==> config.mk <==
export PLATFORM = sky130hd
export DESIGN_NAME = expression_lexer_core_flat
export DESIGN_NICKNAME = d
export VERILOG_FILES = /design/src/sv/exl_pkg.sv /design/src/sv/exl_if.sv /design/src/sv/exl_lexer.sv /design/src/sv/exl_run_buf.sv /design/src/sv/expression_lexer_core.sv /design/src/flat_wrapper.sv
export VERILOG_INCLUDE_DIRS = /design/src /design/src/sv
export SDC_FILE = /design/constraint.sdc
export NUM_CORES = 1
export LEC_CHECK = 0
export BUFFER_PORTS_ARGS = -buffer_cell sky130_fd_sc_hd__buf_2
export CORE_ASPECT_RATIO = 2
export CORE_MARGIN = 2
export CORE_UTILIZATION = 54
export CTS_BUF_LIST = sky130_fd_sc_hd__clkbuf_8
export DETAILED_ROUTE_END_ITERATION = 8
export MAX_ROUTING_LAYER = met4
export PLACE_DENSITY = 0.74
export SLEW_MARGIN = 20
export SYNTH_ARGS = -nofsm -noshare
export SYNTH_HDL_FRONTEND = slang
export SYNTH_HIERARCHICAL = 1
export SYNTH_SLANG_ARGS = --single-unit
==> constraint.sdc <==
create_clock -name clk_i -period 4.8 [get_ports clk_i]
set_input_delay 0.48 -clock clk_i [delete_from_list [all_inputs] [get_ports clk_i]]
set_output_delay 0.48 -clock clk_i [all_outputs]
set_load 0.01 [all_outputs]
==> src/sv/assert_macros.svh <==
// Assertion macros shared by the lexer RTL.
`ifndef ASSERT_MACROS_SVH
`define ASSERT_MACROS_SVH

// General form: explicit clock and active-low reset.
`define EXL_ASSERT_CLK(lbl, clk, rstn, prop, msg) \
  lbl: assert property (@(posedge clk) disable iff (!rstn) prop) else $error(msg);

// Common form: the house clock and reset names.
`define EXL_ASSERT(lbl, prop, msg) \
  `EXL_ASSERT_CLK(lbl, clk_i, rst_ni, prop, msg)

`endif

==> src/sv/exl_pkg.sv <==
// Types and constants shared by the expression lexer modules.
package exl_pkg;

  typedef enum logic [1:0] {
    ModeIdle   = 2'd0,
    ModeNumber = 2'd1,
    ModeId     = 2'd2,
    ModeString = 2'd3
  } lex_mode_e;

  typedef enum logic [2:0] {
    TokComma    = 3'd0,
    TokOpen     = 3'd1,
    TokClose    = 3'd2,
    TokOperator = 3'd3,
    TokNumber   = 3'd4,
    TokId       = 3'd5,
    TokString   = 3'd6,
    TokEnd      = 3'd7
  } tok_type_e;

  localparam int unsigned OutBits  = 16;
  localparam int unsigned RunSlots = 3;

  typedef struct packed {
    tok_type_e          kind;
    logic [OutBits-1:0] start;
    logic [OutBits-1:0] length;
    logic [7:0]         first;
  } token_t;

  // Tokens produced by one character, oldest in slot 0.
  typedef struct packed {
    token_t [RunSlots-1:0] tok;
    logic   [1:0]          cnt;
  } run_t;

endpackage

==> src/sv/exl_if.sv <==
// Valid/ready channel interfaces for characters in and tokens out.
interface exl_in_if;
  logic       valid;
  logic       ready;
  logic [7:0] ch;
  logic       last_char;

  modport source (output valid, ch, last_char, input ready);
  modport sink   (input valid, ch, last_char, output ready);
endinterface

interface exl_out_if;
  logic                       valid;
  logic                       ready;
  logic [2:0]                 token_type;
  logic [exl_pkg::OutBits-1:0] token_start;
  logic [exl_pkg::OutBits-1:0] token_length;
  logic [7:0]                 first_char;
  logic                       last_of_run;

  modport source (output valid, token_type, token_start, token_length, first_char,
                  last_of_run, input ready);
  modport sink   (input valid, token_type, token_start, token_length, first_char,
                  last_of_run, output ready);
endinterface

==> src/sv/exl_lexer.sv <==
// Lexer state and per-character token classification.
`include "assert_macros.svh"

module exl_lexer #(
  parameter int unsigned POS_BITS = 16
) (
  input  logic             clk_i,
  input  logic             rst_ni,
  input  logic             take_i,
  input  logic [7:0]       ch_i,
  input  logic             last_i,
  output exl_pkg::run_t    run_o
);

  localparam logic [POS_BITS-1:0] PosMax = '1;
  localparam int unsigned ExtW = (POS_BITS > exl_pkg::OutBits) ? POS_BITS : exl_pkg::OutBits;

  localparam logic [7:0] ChNul   = 8'h00;
  localparam logic [7:0] ChTab   = 8'h09;
  localparam logic [7:0] ChSpace = 8'h20;
  localparam logic [7:0] ChComma = 8'h2C;
  localparam logic [7:0] ChOpen  = 8'h28;
  localparam logic [7:0] ChClose = 8'h29;
  localparam logic [7:0] ChPlus  = 8'h2B;
  localparam logic [7:0] ChMinus = 8'h2D;
  localparam logic [7:0] ChStar  = 8'h2A;
  localparam logic [7:0] ChSlash = 8'h2F;
  localparam logic [7:0] ChCaret = 8'h5E;
  localparam logic [7:0] ChPct   = 8'h25;
  localparam logic [7:0] ChDot   = 8'h2E;
  localparam logic [7:0] ChQuote = 8'h27;
  localparam logic [7:0] ChZero  = 8'h30;
  localparam logic [7:0] ChNine  = 8'h39;

  exl_pkg::lex_mode_e  mode_q, mode_d;
  logic [POS_BITS-1:0] start_q, start_d;
  logic [7:0]          first_q, first_d;
  logic [POS_BITS-1:0] pos_q, pos_d;

  function automatic logic [POS_BITS-1:0] sat_inc(input logic [POS_BITS-1:0] v);
    return (v == PosMax) ? v : v + 1'b1;
  endfunction

  function automatic logic [exl_pkg::OutBits-1:0] sat_out(input logic [POS_BITS-1:0] v);
    logic [ExtW-1:0] e;
    e = ExtW'(v);
    return (e > ExtW'({exl_pkg::OutBits{1'b1}})) ? {exl_pkg::OutBits{1'b1}}
                                                 : e[exl_pkg::OutBits-1:0];
  endfunction

  function automatic logic [POS_BITS-1:0] span(input logic [POS_BITS-1:0] from,
                                               input logic [POS_BITS-1:0] upto);
    return (upto > from) ? upto - from : '0;
  endfunction

  function automatic logic is_blank(input logic [7:0] c);
    return (c == ChSpace) || (c == ChTab) || (c == ChNul);
  endfunction

  function automatic logic is_op(input logic [7:0] c);
    return (c == ChPlus) || (c == ChMinus) || (c == ChStar) || (c == ChSlash) ||
           (c == ChCaret) || (c == ChPct);
  endfunction

  function automatic logic is_digit(input logic [7:0] c);
    return (c >= ChZero) && (c <= ChNine);
  endfunction

  function automatic exl_pkg::tok_type_e mode_tok(input exl_pkg::lex_mode_e m);
    exl_pkg::tok_type_e t;
    unique case (m)
      exl_pkg::ModeNumber: t = exl_pkg::TokNumber;
      exl_pkg::ModeId:     t = exl_pkg::TokId;
      default:             t = exl_pkg::TokString;
    endcase
    return t;
  endfunction

  function automatic exl_pkg::token_t mk_tok(input exl_pkg::tok_type_e k,
                                             input logic [POS_BITS-1:0] s,
                                             input logic [POS_BITS-1:0] len,
                                             input logic [7:0] f);
    exl_pkg::token_t t;
    t.kind   = k;
    t.start  = sat_out(s);
    t.length = sat_out(len);
    t.first  = f;
    return t;
  endfunction

  exl_pkg::token_t [3:0] cand;
  logic [3:0]            cand_v;
  logic [POS_BITS-1:0]   end_pos;
  logic                  sep;
  logic                  fresh;
  logic [7:0]            id_first;
  logic [2:0]            k;

  always_comb begin
    mode_d   = mode_q;
    start_d  = start_q;
    first_d  = first_q;
    fresh    = 1'b1;
    cand     = '0;
    cand_v   = '0;
    end_pos  = sat_inc(pos_q);
    sep      = (ch_i == ChComma) || (ch_i == ChOpen) || (ch_i == ChClose) ||
               is_op(ch_i) || is_blank(ch_i);
    id_first = (pos_q == start_q) ? ch_i : first_q;

    // Close the open token if this character ends it.
    unique case (mode_q)
      exl_pkg::ModeNumber: begin
        if (is_digit(ch_i) || (ch_i == ChDot)) begin
          fresh = 1'b0;
        end else begin
          cand[0]   = mk_tok(exl_pkg::TokNumber, start_q, span(start_q, pos_q), first_q);
          cand_v[0] = 1'b1;
          mode_d    = exl_pkg::ModeIdle;
        end
      end
      exl_pkg::ModeString: begin
        if (sep) begin
          cand[0]   = mk_tok(exl_pkg::TokString, start_q, span(start_q, pos_q), first_q);
          cand_v[0] = 1'b1;
          mode_d    = exl_pkg::ModeIdle;
        end else begin
          fresh = 1'b0;
        end
      end
      exl_pkg::ModeId: begin
        fresh   = 1'b0;
        first_d = id_first;
        if ((ch_i == ChQuote) || (ch_i == ChNul)) begin
          cand[0]   = mk_tok(exl_pkg::TokId, start_q, span(start_q, pos_q), id_first);
          cand_v[0] = 1'b1;
          mode_d    = exl_pkg::ModeIdle;
        end
      end
      default: ;
    endcase

    // The character starts something new.
    if (fresh && !is_blank(ch_i)) begin
      if (ch_i == ChComma) begin
        cand[1]   = mk_tok(exl_pkg::TokComma, pos_q, POS_BITS'(1), ch_i);
        cand_v[1] = 1'b1;
      end else if (ch_i == ChOpen) begin
        cand[1]   = mk_tok(exl_pkg::TokOpen, pos_q, POS_BITS'(1), ch_i);
        cand_v[1] = 1'b1;
      end else if (ch_i == ChClose) begin
        cand[1]   = mk_tok(exl_pkg::TokClose, pos_q, POS_BITS'(1), ch_i);
        cand_v[1] = 1'b1;
      end else if (is_op(ch_i)) begin
        cand[1]   = mk_tok(exl_pkg::TokOperator, pos_q, POS_BITS'(1), ch_i);
        cand_v[1] = 1'b1;
      end else if (is_digit(ch_i)) begin
        mode_d  = exl_pkg::ModeNumber;
        start_d = pos_q;
        first_d = ch_i;
      end else if (ch_i == ChQuote) begin
        mode_d  = exl_pkg::ModeId;
        start_d = sat_inc(pos_q);
        first_d = 8'h00;
      end else begin
        mode_d  = exl_pkg::ModeString;
        start_d = pos_q;
        first_d = ch_i;
      end
    end

    // End of text closes what is open, adds the end marker and rewinds.
    if (last_i) begin
      if (mode_d != exl_pkg::ModeIdle) begin
        cand[2]   = mk_tok(mode_tok(mode_d), start_d, span(start_d, end_pos), first_d);
        cand_v[2] = 1'b1;
      end
      cand[3]   = mk_tok(exl_pkg::TokEnd, end_pos, '0, 8'h00);
      cand_v[3] = 1'b1;
      mode_d    = exl_pkg::ModeIdle;
      start_d   = '0;
      first_d   = 8'h00;
      pos_d     = '0;
    end else begin
      pos_d = end_pos;
    end

    // Pack the valid candidates into the run slots in order.
    run_o = '0;
    k     = '0;
    for (int i = 0; i < 4; i++) begin
      if (cand_v[i]) begin
        if (k < 3'(exl_pkg::RunSlots)) begin
          run_o.tok[k[1:0]] = cand[i];
        end
        k = k + 3'd1;
      end
    end
    run_o.cnt = k[1:0];
  end

  always_ff @(posedge clk_i or negedge rst_ni) begin
    if (!rst_ni) begin
      mode_q  <= exl_pkg::ModeIdle;
      start_q <= '0;
      first_q <= 8'h00;
      pos_q   <= '0;
    end else if (take_i) begin
      mode_q  <= mode_d;
      start_q <= start_d;
      first_q <= first_d;
      pos_q   <= pos_d;
    end
  end

  `EXL_ASSERT(a_rewind_after_last,
              take_i && last_i |=> (mode_q == exl_pkg::ModeIdle) && (pos_q == '0),
              "lexer did not rewind after the last character")
  `EXL_ASSERT(a_last_gives_end,
              take_i && last_i |-> (run_o.cnt != 2'd0) &&
              (run_o.tok[run_o.cnt - 2'd1].kind == exl_pkg::TokEnd),
              "last character did not finish with an end marker")

endmodule

==> src/sv/exl_run_buf.sv <==
// Result buffer: holds the tokens of one character and hands them out one a cycle while ready_i is high.
`include "assert_macros.svh"

module exl_run_buf (
  input  logic            clk_i,
  input  logic            rst_ni,
  input  logic            load_i,
  input  exl_pkg::run_t   run_i,
  output logic            load_ready_o,
  output logic            valid_o,
  input  logic            ready_i,
  output exl_pkg::token_t tok_o,
  output logic            last_o
);

  exl_pkg::token_t [exl_pkg::RunSlots-1:0] slot_q;
  logic [1:0]                              cnt_q;
  logic                                    pop;

  assign valid_o      = (cnt_q != 2'd0);
  assign pop          = valid_o && ready_i;
  assign load_ready_o = (cnt_q == 2'd0) || ((cnt_q == 2'd1) && ready_i);
  assign tok_o        = slot_q[0];
  assign last_o       = (cnt_q == 2'd1);

  always_ff @(posedge clk_i or negedge rst_ni) begin
    if (!rst_ni) begin
      cnt_q <= 2'd0;
    end else if (load_i) begin
      cnt_q <= run_i.cnt;
    end else if (pop) begin
      cnt_q <= cnt_q - 2'd1;
    end
  end

  always_ff @(posedge clk_i) begin
    if (load_i) begin
      slot_q <= run_i.tok;
    end else if (pop) begin
      slot_q[0] <= slot_q[1];
      slot_q[1] <= slot_q[2];
    end
  end

  `EXL_ASSERT(a_no_load_over_run, cnt_q >= 2'd2 |-> !load_ready_o,
              "buffer accepts a character while tokens are pending")
  `EXL_ASSERT(a_load_shows, load_i && (run_i.cnt != 2'd0) |=> valid_o,
              "loaded tokens not presented")
  `EXL_ASSERT(a_wait_holds, valid_o && !ready_i |=> valid_o && $stable(cnt_q),
              "pending tokens lost while stalled")

endmodule

==> src/sv/expression_lexer_core.sv <==
// Top level of the streaming arithmetic expression lexer.
//
//  Channel | Dir | Handshake     | Payload
//  --------+-----+---------------+-----------------------------------------------
//  in_i    | in  | valid / ready | ch[7:0], last_char
//  out_o   | out | valid / ready | token_type[2:0], token_start[15:0],
//          |     |               | token_length[15:0], first_char[7:0], last_of_run
//
// A character is classified in the cycle it is accepted; its tokens (none to
// three) appear on out_o from the next cycle, one token per cycle while out_o is ready.
// One-token characters can follow every cycle while out_o is ready; a two- or
// three-token character holds off the next request while the buffer drains.
// rst_ni clears the lexer state and empties the result buffer at once. While
// out_o stalls, the tokens stay put and in_i waits unless the buffer empties now.

module expression_lexer_core #(
  parameter int unsigned POS_BITS = 16
) (
  input  logic        clk_i,
  input  logic        rst_ni,
  exl_in_if.sink      in_i,
  exl_out_if.source   out_o
);

  exl_pkg::run_t   run;
  exl_pkg::token_t tok;
  logic            take;
  logic            buf_ready;

  // A request is taken whenever the result buffer can absorb its tokens.
  assign in_i.ready = buf_ready;
  assign take       = in_i.valid && buf_ready;

  // Character classification and the open-token state.
  exl_lexer #(
    .POS_BITS (POS_BITS)
  ) u_lexer (
    .clk_i  (clk_i),
    .rst_ni (rst_ni),
    .take_i (take),
    .ch_i   (in_i.ch),
    .last_i (in_i.last_char),
    .run_o  (run)
  );

  // Registered tokens of the most recent character, drained in order.
  exl_run_buf u_run_buf (
    .clk_i        (clk_i),
    .rst_ni       (rst_ni),
    .load_i       (take),
    .run_i        (run),
    .load_ready_o (buf_ready),
    .valid_o      (out_o.valid),
    .ready_i      (out_o.ready),
    .tok_o        (tok),
    .last_o       (out_o.last_of_run)
  );

  assign out_o.token_type   = tok.kind;
  assign out_o.token_start  = tok.start;
  assign out_o.token_length = tok.length;
  assign out_o.first_char   = tok.first;

endmodule
==> src/flat_wrapper.sv <==
// flat-port wrapper written by rule: the top's interface ports become plain ports
module expression_lexer_core_flat 
#(
  parameter int unsigned POS_BITS = 16
)
  (clk_i, rst_ni, in_i_valid, in_i_ch, in_i_last_char, in_i_ready, out_o_valid, out_o_token_type, out_o_token_start, out_o_token_length, out_o_first_char, out_o_last_of_run, out_o_ready);
  exl_in_if in_i_i ();
  exl_out_if out_o_i ();
  input  logic clk_i;
  input  logic rst_ni;
  input wire logic [$bits(in_i_i.valid)-1:0] in_i_valid;
  input wire logic [$bits(in_i_i.ch)-1:0] in_i_ch;
  input wire logic [$bits(in_i_i.last_char)-1:0] in_i_last_char;
  output wire logic [$bits(in_i_i.ready)-1:0] in_i_ready;
  output wire logic [$bits(out_o_i.valid)-1:0] out_o_valid;
  output wire logic [$bits(out_o_i.token_type)-1:0] out_o_token_type;
  output wire logic [$bits(out_o_i.token_start)-1:0] out_o_token_start;
  output wire logic [$bits(out_o_i.token_length)-1:0] out_o_token_length;
  output wire logic [$bits(out_o_i.first_char)-1:0] out_o_first_char;
  output wire logic [$bits(out_o_i.last_of_run)-1:0] out_o_last_of_run;
  input wire logic [$bits(out_o_i.ready)-1:0] out_o_ready;
  assign in_i_i.valid = in_i_valid;
  assign in_i_i.ch = in_i_ch;
  assign in_i_i.last_char = in_i_last_char;
  assign in_i_ready = in_i_i.ready;
  assign out_o_valid = out_o_i.valid;
  assign out_o_token_type = out_o_i.token_type;
  assign out_o_token_start = out_o_i.token_start;
  assign out_o_token_length = out_o_i.token_length;
  assign out_o_first_char = out_o_i.first_char;
  assign out_o_last_of_run = out_o_i.last_of_run;
  assign out_o_i.ready = out_o_ready;
  expression_lexer_core #(.POS_BITS(POS_BITS)) u_core (.clk_i(clk_i), .rst_ni(rst_ni), .in_i(in_i_i), .out_o(out_o_i));
endmodule
# == Word level (Yosys, flattened, before mapping) ==
# Cells that the tools add are included.
# totals
ff_bits,173
latch_bits,0
ramBits,0
rom_bits,0
inputBits,13
output_inout_bits,46
elab_cells,180
n_memories,0
# classes
addsub,7
n_mul,0
div,0
order_cmp,19
eq_ne,21
n_shift,0
muxes,88
n_bitwise,0
n_reduce_logical,28
# ops
operator,n
129-bit 2-to-1 mux,6
129-bit bitwise mux,3
43-bit 2-to-1 mux,8
16-bit 2-to-1 mux,18
43-bit demux with 2-bit select,3
86-bit 2-to-1 mux,3
42-bit 2-to-1 mux,5
43-bit one-hot mux with 3 select lines,1
"16-bit > comparator, second input constant",6
"8-bit by 6-bit == test with 1-bit output, second input constant",11
8-bit 2-to-1 mux,10
16-bit > comparator,2
16-bit subtractor,2
2-bit 2-to-1 mux,14
"16-bit by 1-bit adder with 16-bit output, second input constant",1
16-bit == test,1
"16-bit == test, second input constant",1
1-bit logical OR,14
1-bit 2-to-1 mux,11
"2-bit by 3-bit less-than comparator with 1-bit output, second input constant",3
"3-bit by 2-bit less-than comparator with 1-bit output, second input constant",3
"8-bit by 4-bit == test with 1-bit output, second input constant",1
"8-bit by 7-bit == test with 1-bit output, second input constant",1
"8-bit by 6-bit >= comparator with 1-bit output, second input constant",1
16 further kinds,34

# == Longest topological paths before layout ==
# logic_depth
depth_word,27
ltp_mapped,21
ltp_nobuf,17

# == Cells and area by module ==
# The synthesis kept the hierarchy.
# by_module_without_submodules
module,instances,cells_per_inst,area_per_inst_um2,seq_area_each_um2
exl_lexer,1,955,6835.3,1051.0
exl_run_buf,1,286,5848.1,3923.8
expression_lexer_core,1,1,6.3,0.0

# == Least setup slack after synthesis ==
# Ideal clock, no wire load.
# synth_timing
kind,input to register
startpoint,in in_i_ch[3]
endpoint,"reg u_core.u_run_buf.slot_q, in the netlist u_core/u_run_buf/tok_o[15], data pin"
setup_ns,0.129
arrival_time_ns,4.628
required_time_ns,4.671
slack_ns,0.043
cell_stages,21
path_buffers,5
path_cell_list,buf_2 > and4b_1 > buf_2 > a221oi_4 > nor2_2 > or2_1 > buf_6 > buf_6 > o21ai_1 > inv_1 > ha_1 > fa_1 > nor2b_1 > o31ai_1 > a211oi_1 > a41o_1 > o31a_1 > clkbuf_1 > o311ai_0 > o22ai_2 > mux2_4
# synth_rtl
element,line,rtl
from (decl),flat_wrapper.sv:12,input wire logic [$bits(in_i_i.ch)-1:0] in_i_ch;
to (signal assigned),exl_run_buf.sv:38,slot_q <= run_i.tok;
to (decl),exl_run_buf.sv:16,exl_pkg::token_t [exl_pkg::RunSlots-1:0] slot_q;

==> metrics.txt <==
status finished, final reports clean; post-CTS resize count 0; die area between 0.02 and 0.025 mm²; area growth from synthesis to layout 11.9%; via count between 10000 and 15000; Period Utilization, post-route 94.0%; WP data required between 5000 and 6000 ps; reg2reg start u_core/u_lexer/pos_q[12]; clk sinks 173; Worst VDD drop roughly 1.0 mV; DRC 0; critical path launch point type register; worst slew pin tran 1040 ps; vias in the first global route about 11000; Root Buffer clkbuf_8; Overall Power roughly 10 mW; final setup skew around 20 ps; Setup Fix Bufs, Post-CTS 0; DP Wirelength about 33 mm; global route overflow 0; H-tree level count 4; Initial Util 54.9%; Site Rows 79; leakage power figure roughly 5.9 nW; max-cap violation count 0; fin util ~61%; unrepaired setup endpoints after global routing false; final wirelength 43.2 mm; synth unique cells about 100; Placer Congestion about 1.1; antenna-violating nets left 0; Hold Buf Count CTS 0; post-synthesis simple-gate area fraction 13.3%; cts bufs inserted 17; min cycle time layout roughly 4500 ps; Worst Setup End Kind register; initial antenna violation count 0; Synth Register Bits 173; Iteration-0 DRC Markers between 900 and 1000; met2 wire length roughly 22 mm; register area share after synthesis between 30% and 40%; syn_area_per_cell 10.2 µm²; Cell Area, Synth approximately 0.013 mm²; number of synthesized flops with an enable pin around 130; main combinational cell family by area after synthesis compound AO/OA/AOI/OAI gates; Yosys warnings 6; max-slew violation count 0; worst slack, placed roughly 37 ps; CP Max Fanout 9; Post-Route Setup TNS 0 ps; worst hold path type input port to async pin; Ports 59; Slew HR 30.4%; Avg WL per Cell 25.9 µm; die width 112 µm; PwrDens about 710 mW/mm²; XOR/XNOR share of the synthesized area 2.48%; Metal-1 WL between 15 and 20 mm; Buffers on Ports just under 60; Core ar. 0.0231 mm²; compound-cell area share of the yosys netlist 20.3%; Antenna Diode Count 0; largest net degree at the start of global routing about 110; setup violators final 0; Final #Nets approximately 1400; first-pass GRT wire length around 64 mm; DR vias/cell around 6.4; share of cells above drive strength 1 29.4%; flop2flop setup slack roughly 290 ps; top sig layer met4; Async S/R FF share, synth 25.4%; chip height ~220 µm; GRT Total Usage a little over a third; crit path launch u_core/u_lexer/pos_q[12]; Worst Slack Setup Final around 290 ps; Post-Syn Nets 1299; Initial DRT Pass Iterations 5; mux cell area share after synthesis 11.1%; Clk Latency, worst-skew pair roughly 530 ps; maximum clock rate ~0.22 GHz; Clock Path Buffers 2; Final Hold Viols 0; Top FF cell, synth edfxtp_1; Clock transition at path regs around 100 ps; Synth Area in Adders under 10%; kind of critical path register to register; CP Data Arrival Time approximately 4800 ps; CTS tree done; Met3 Wirelength ~1.8 mm; Post-Syn Instances roughly 1200
## critical path, cell delays in order, from the launching register on
cell and delay, ps:
dfrtp_1 560, nand4_1 300, nor4_4 260, mux2i_1 310, buf_4 170, a2111oi_2 60, buf_4 160, a21oi_2 160
inv_1 80, fa_1 410, nor2b_1 150, o31ai_1 120, a211oi_1 330, a21oi_1 150, mux2_2 280, o21ai_0 220
buf_4 170, o22ai_2 90, mux2_4 280
## cell usage after synthesis (10+ instances only)
cell type  number  area share, %
nand3_1        30            1.2
edfxtp_1      129             31
o21ai_0        57            2.2
clkbuf_1       36            1.1
nor3_1         31            1.2
xnor2_1        25            1.7
inv_1          80            2.4
a211oi_1       12           0.71
a21oi_1        62            2.4
and2_1         10           0.49
xor2_1         11           0.76
buf_2          22           0.87
o22ai_1        63            3.1
nand2_1        70            2.1
ha_1           41            4.0
mux2_4         86             10
buf_4          43            2.5
nor4_1         13           0.64
nor2_1         95            2.8
dfrtp_1        44            8.7
a21o_1         13           0.77
## cells by family after synthesis
logic type | Yosys count
AOI/OAI and AO/OA | 360
and+or+nand+nor | 327
buffers and inverters | 204
DFF | 173
muxes | 97
adders and majority gates | 45
xor gates and xnor gates | 36
## through the flow
step,hold slack (ps),area [µm²],std cells
after floorplan,184,12700,1242
after global placement,531,13800,1633
after detailed placement,535,13800,1633
after CTS,88.0,14200,1664
after global routing,98.7,14200,1664
final,78.3,14200,1664
## area by class of cell
cell class / count / area (µm²)
clock inverter: 14 / 136
multi-input combinational: 865 / 6590
fill: 2021 / 8930
sequential: 173 / 4970
tap: 283 / 354
timing repair buffer: 229 / 1600
clock buffer: 17 / 234
inverter: 83 / 312
## cells in the final DEF (no fill, tap or decap), types with 7 or more instances in the layout
master / n
and2_1: 9
xor2_1: 11
a21o_1: 13
inv_1: 81
nor2b_1: 9
mux2i_1: 8
nand2_1: 69
o21bai_1: 7
buf_2: 58
nor4_1: 13
buf_4: 169
a211oi_1: 12
a21oi_1: 62
xnor2_1: 25
and3_1: 8
o22ai_1: 63
o21a_1: 9
a31oi_1: 9
edfxtp_1: 129
o21ai_0: 57
o22ai_2: 8
a21boi_0: 7
o221ai_1: 7
a222oi_1: 9
nand4_1: 8
nor2_1: 95
mux2_4: 86
nor3_1: 30
dfrtp_1: 44
ha_1: 41
clkbuf_8: 17
nand2b_1: 9
nand3_1: 30
## worst paths after layout
kind	end	cells past startpoint
max reg2reg	u_core/u_run_buf/tok_o[18]	18
max in group asynchronous	u_core/u_lexer/first_q[6]	2
min reg2reg	u_core/u_run_buf/tok_o[42]	1
min	u_core/u_run_buf/cnt_q[0]	2
min in group clk_i	u_core/u_run_buf/cnt_q[0]	3
max	u_core/u_run_buf/tok_o[18]	18
## registers in the layout, indices dropped and copies added (netlist names)
signal and cells:
u_core/u_lexer/pos_q 16, u_core/u_lexer/start_q 16, u_core/u_lexer/first_q 8, u_core/u_run_buf/tok_o 43, u_core/u_lexer/mode_q 2, u_core/u_run_buf/slot_q 86
u_core/u_run_buf/cnt_q 2
## report_power, final
group          internal (mW)  switching [mW]  total, mW
Clock                  0.418           0.612       1.03
Combinational           2.72            3.68       6.40
Sequential              2.39           0.207       2.60
## metal layers
layer	track usage, %	vias to the layer above
li1	-	4859
met1	38.0	5149
met2	61.9	422
met3	5.34	148
met4	25.2	0
met5	-	-
No activity file was read; power rests on OpenSTA's default activity.
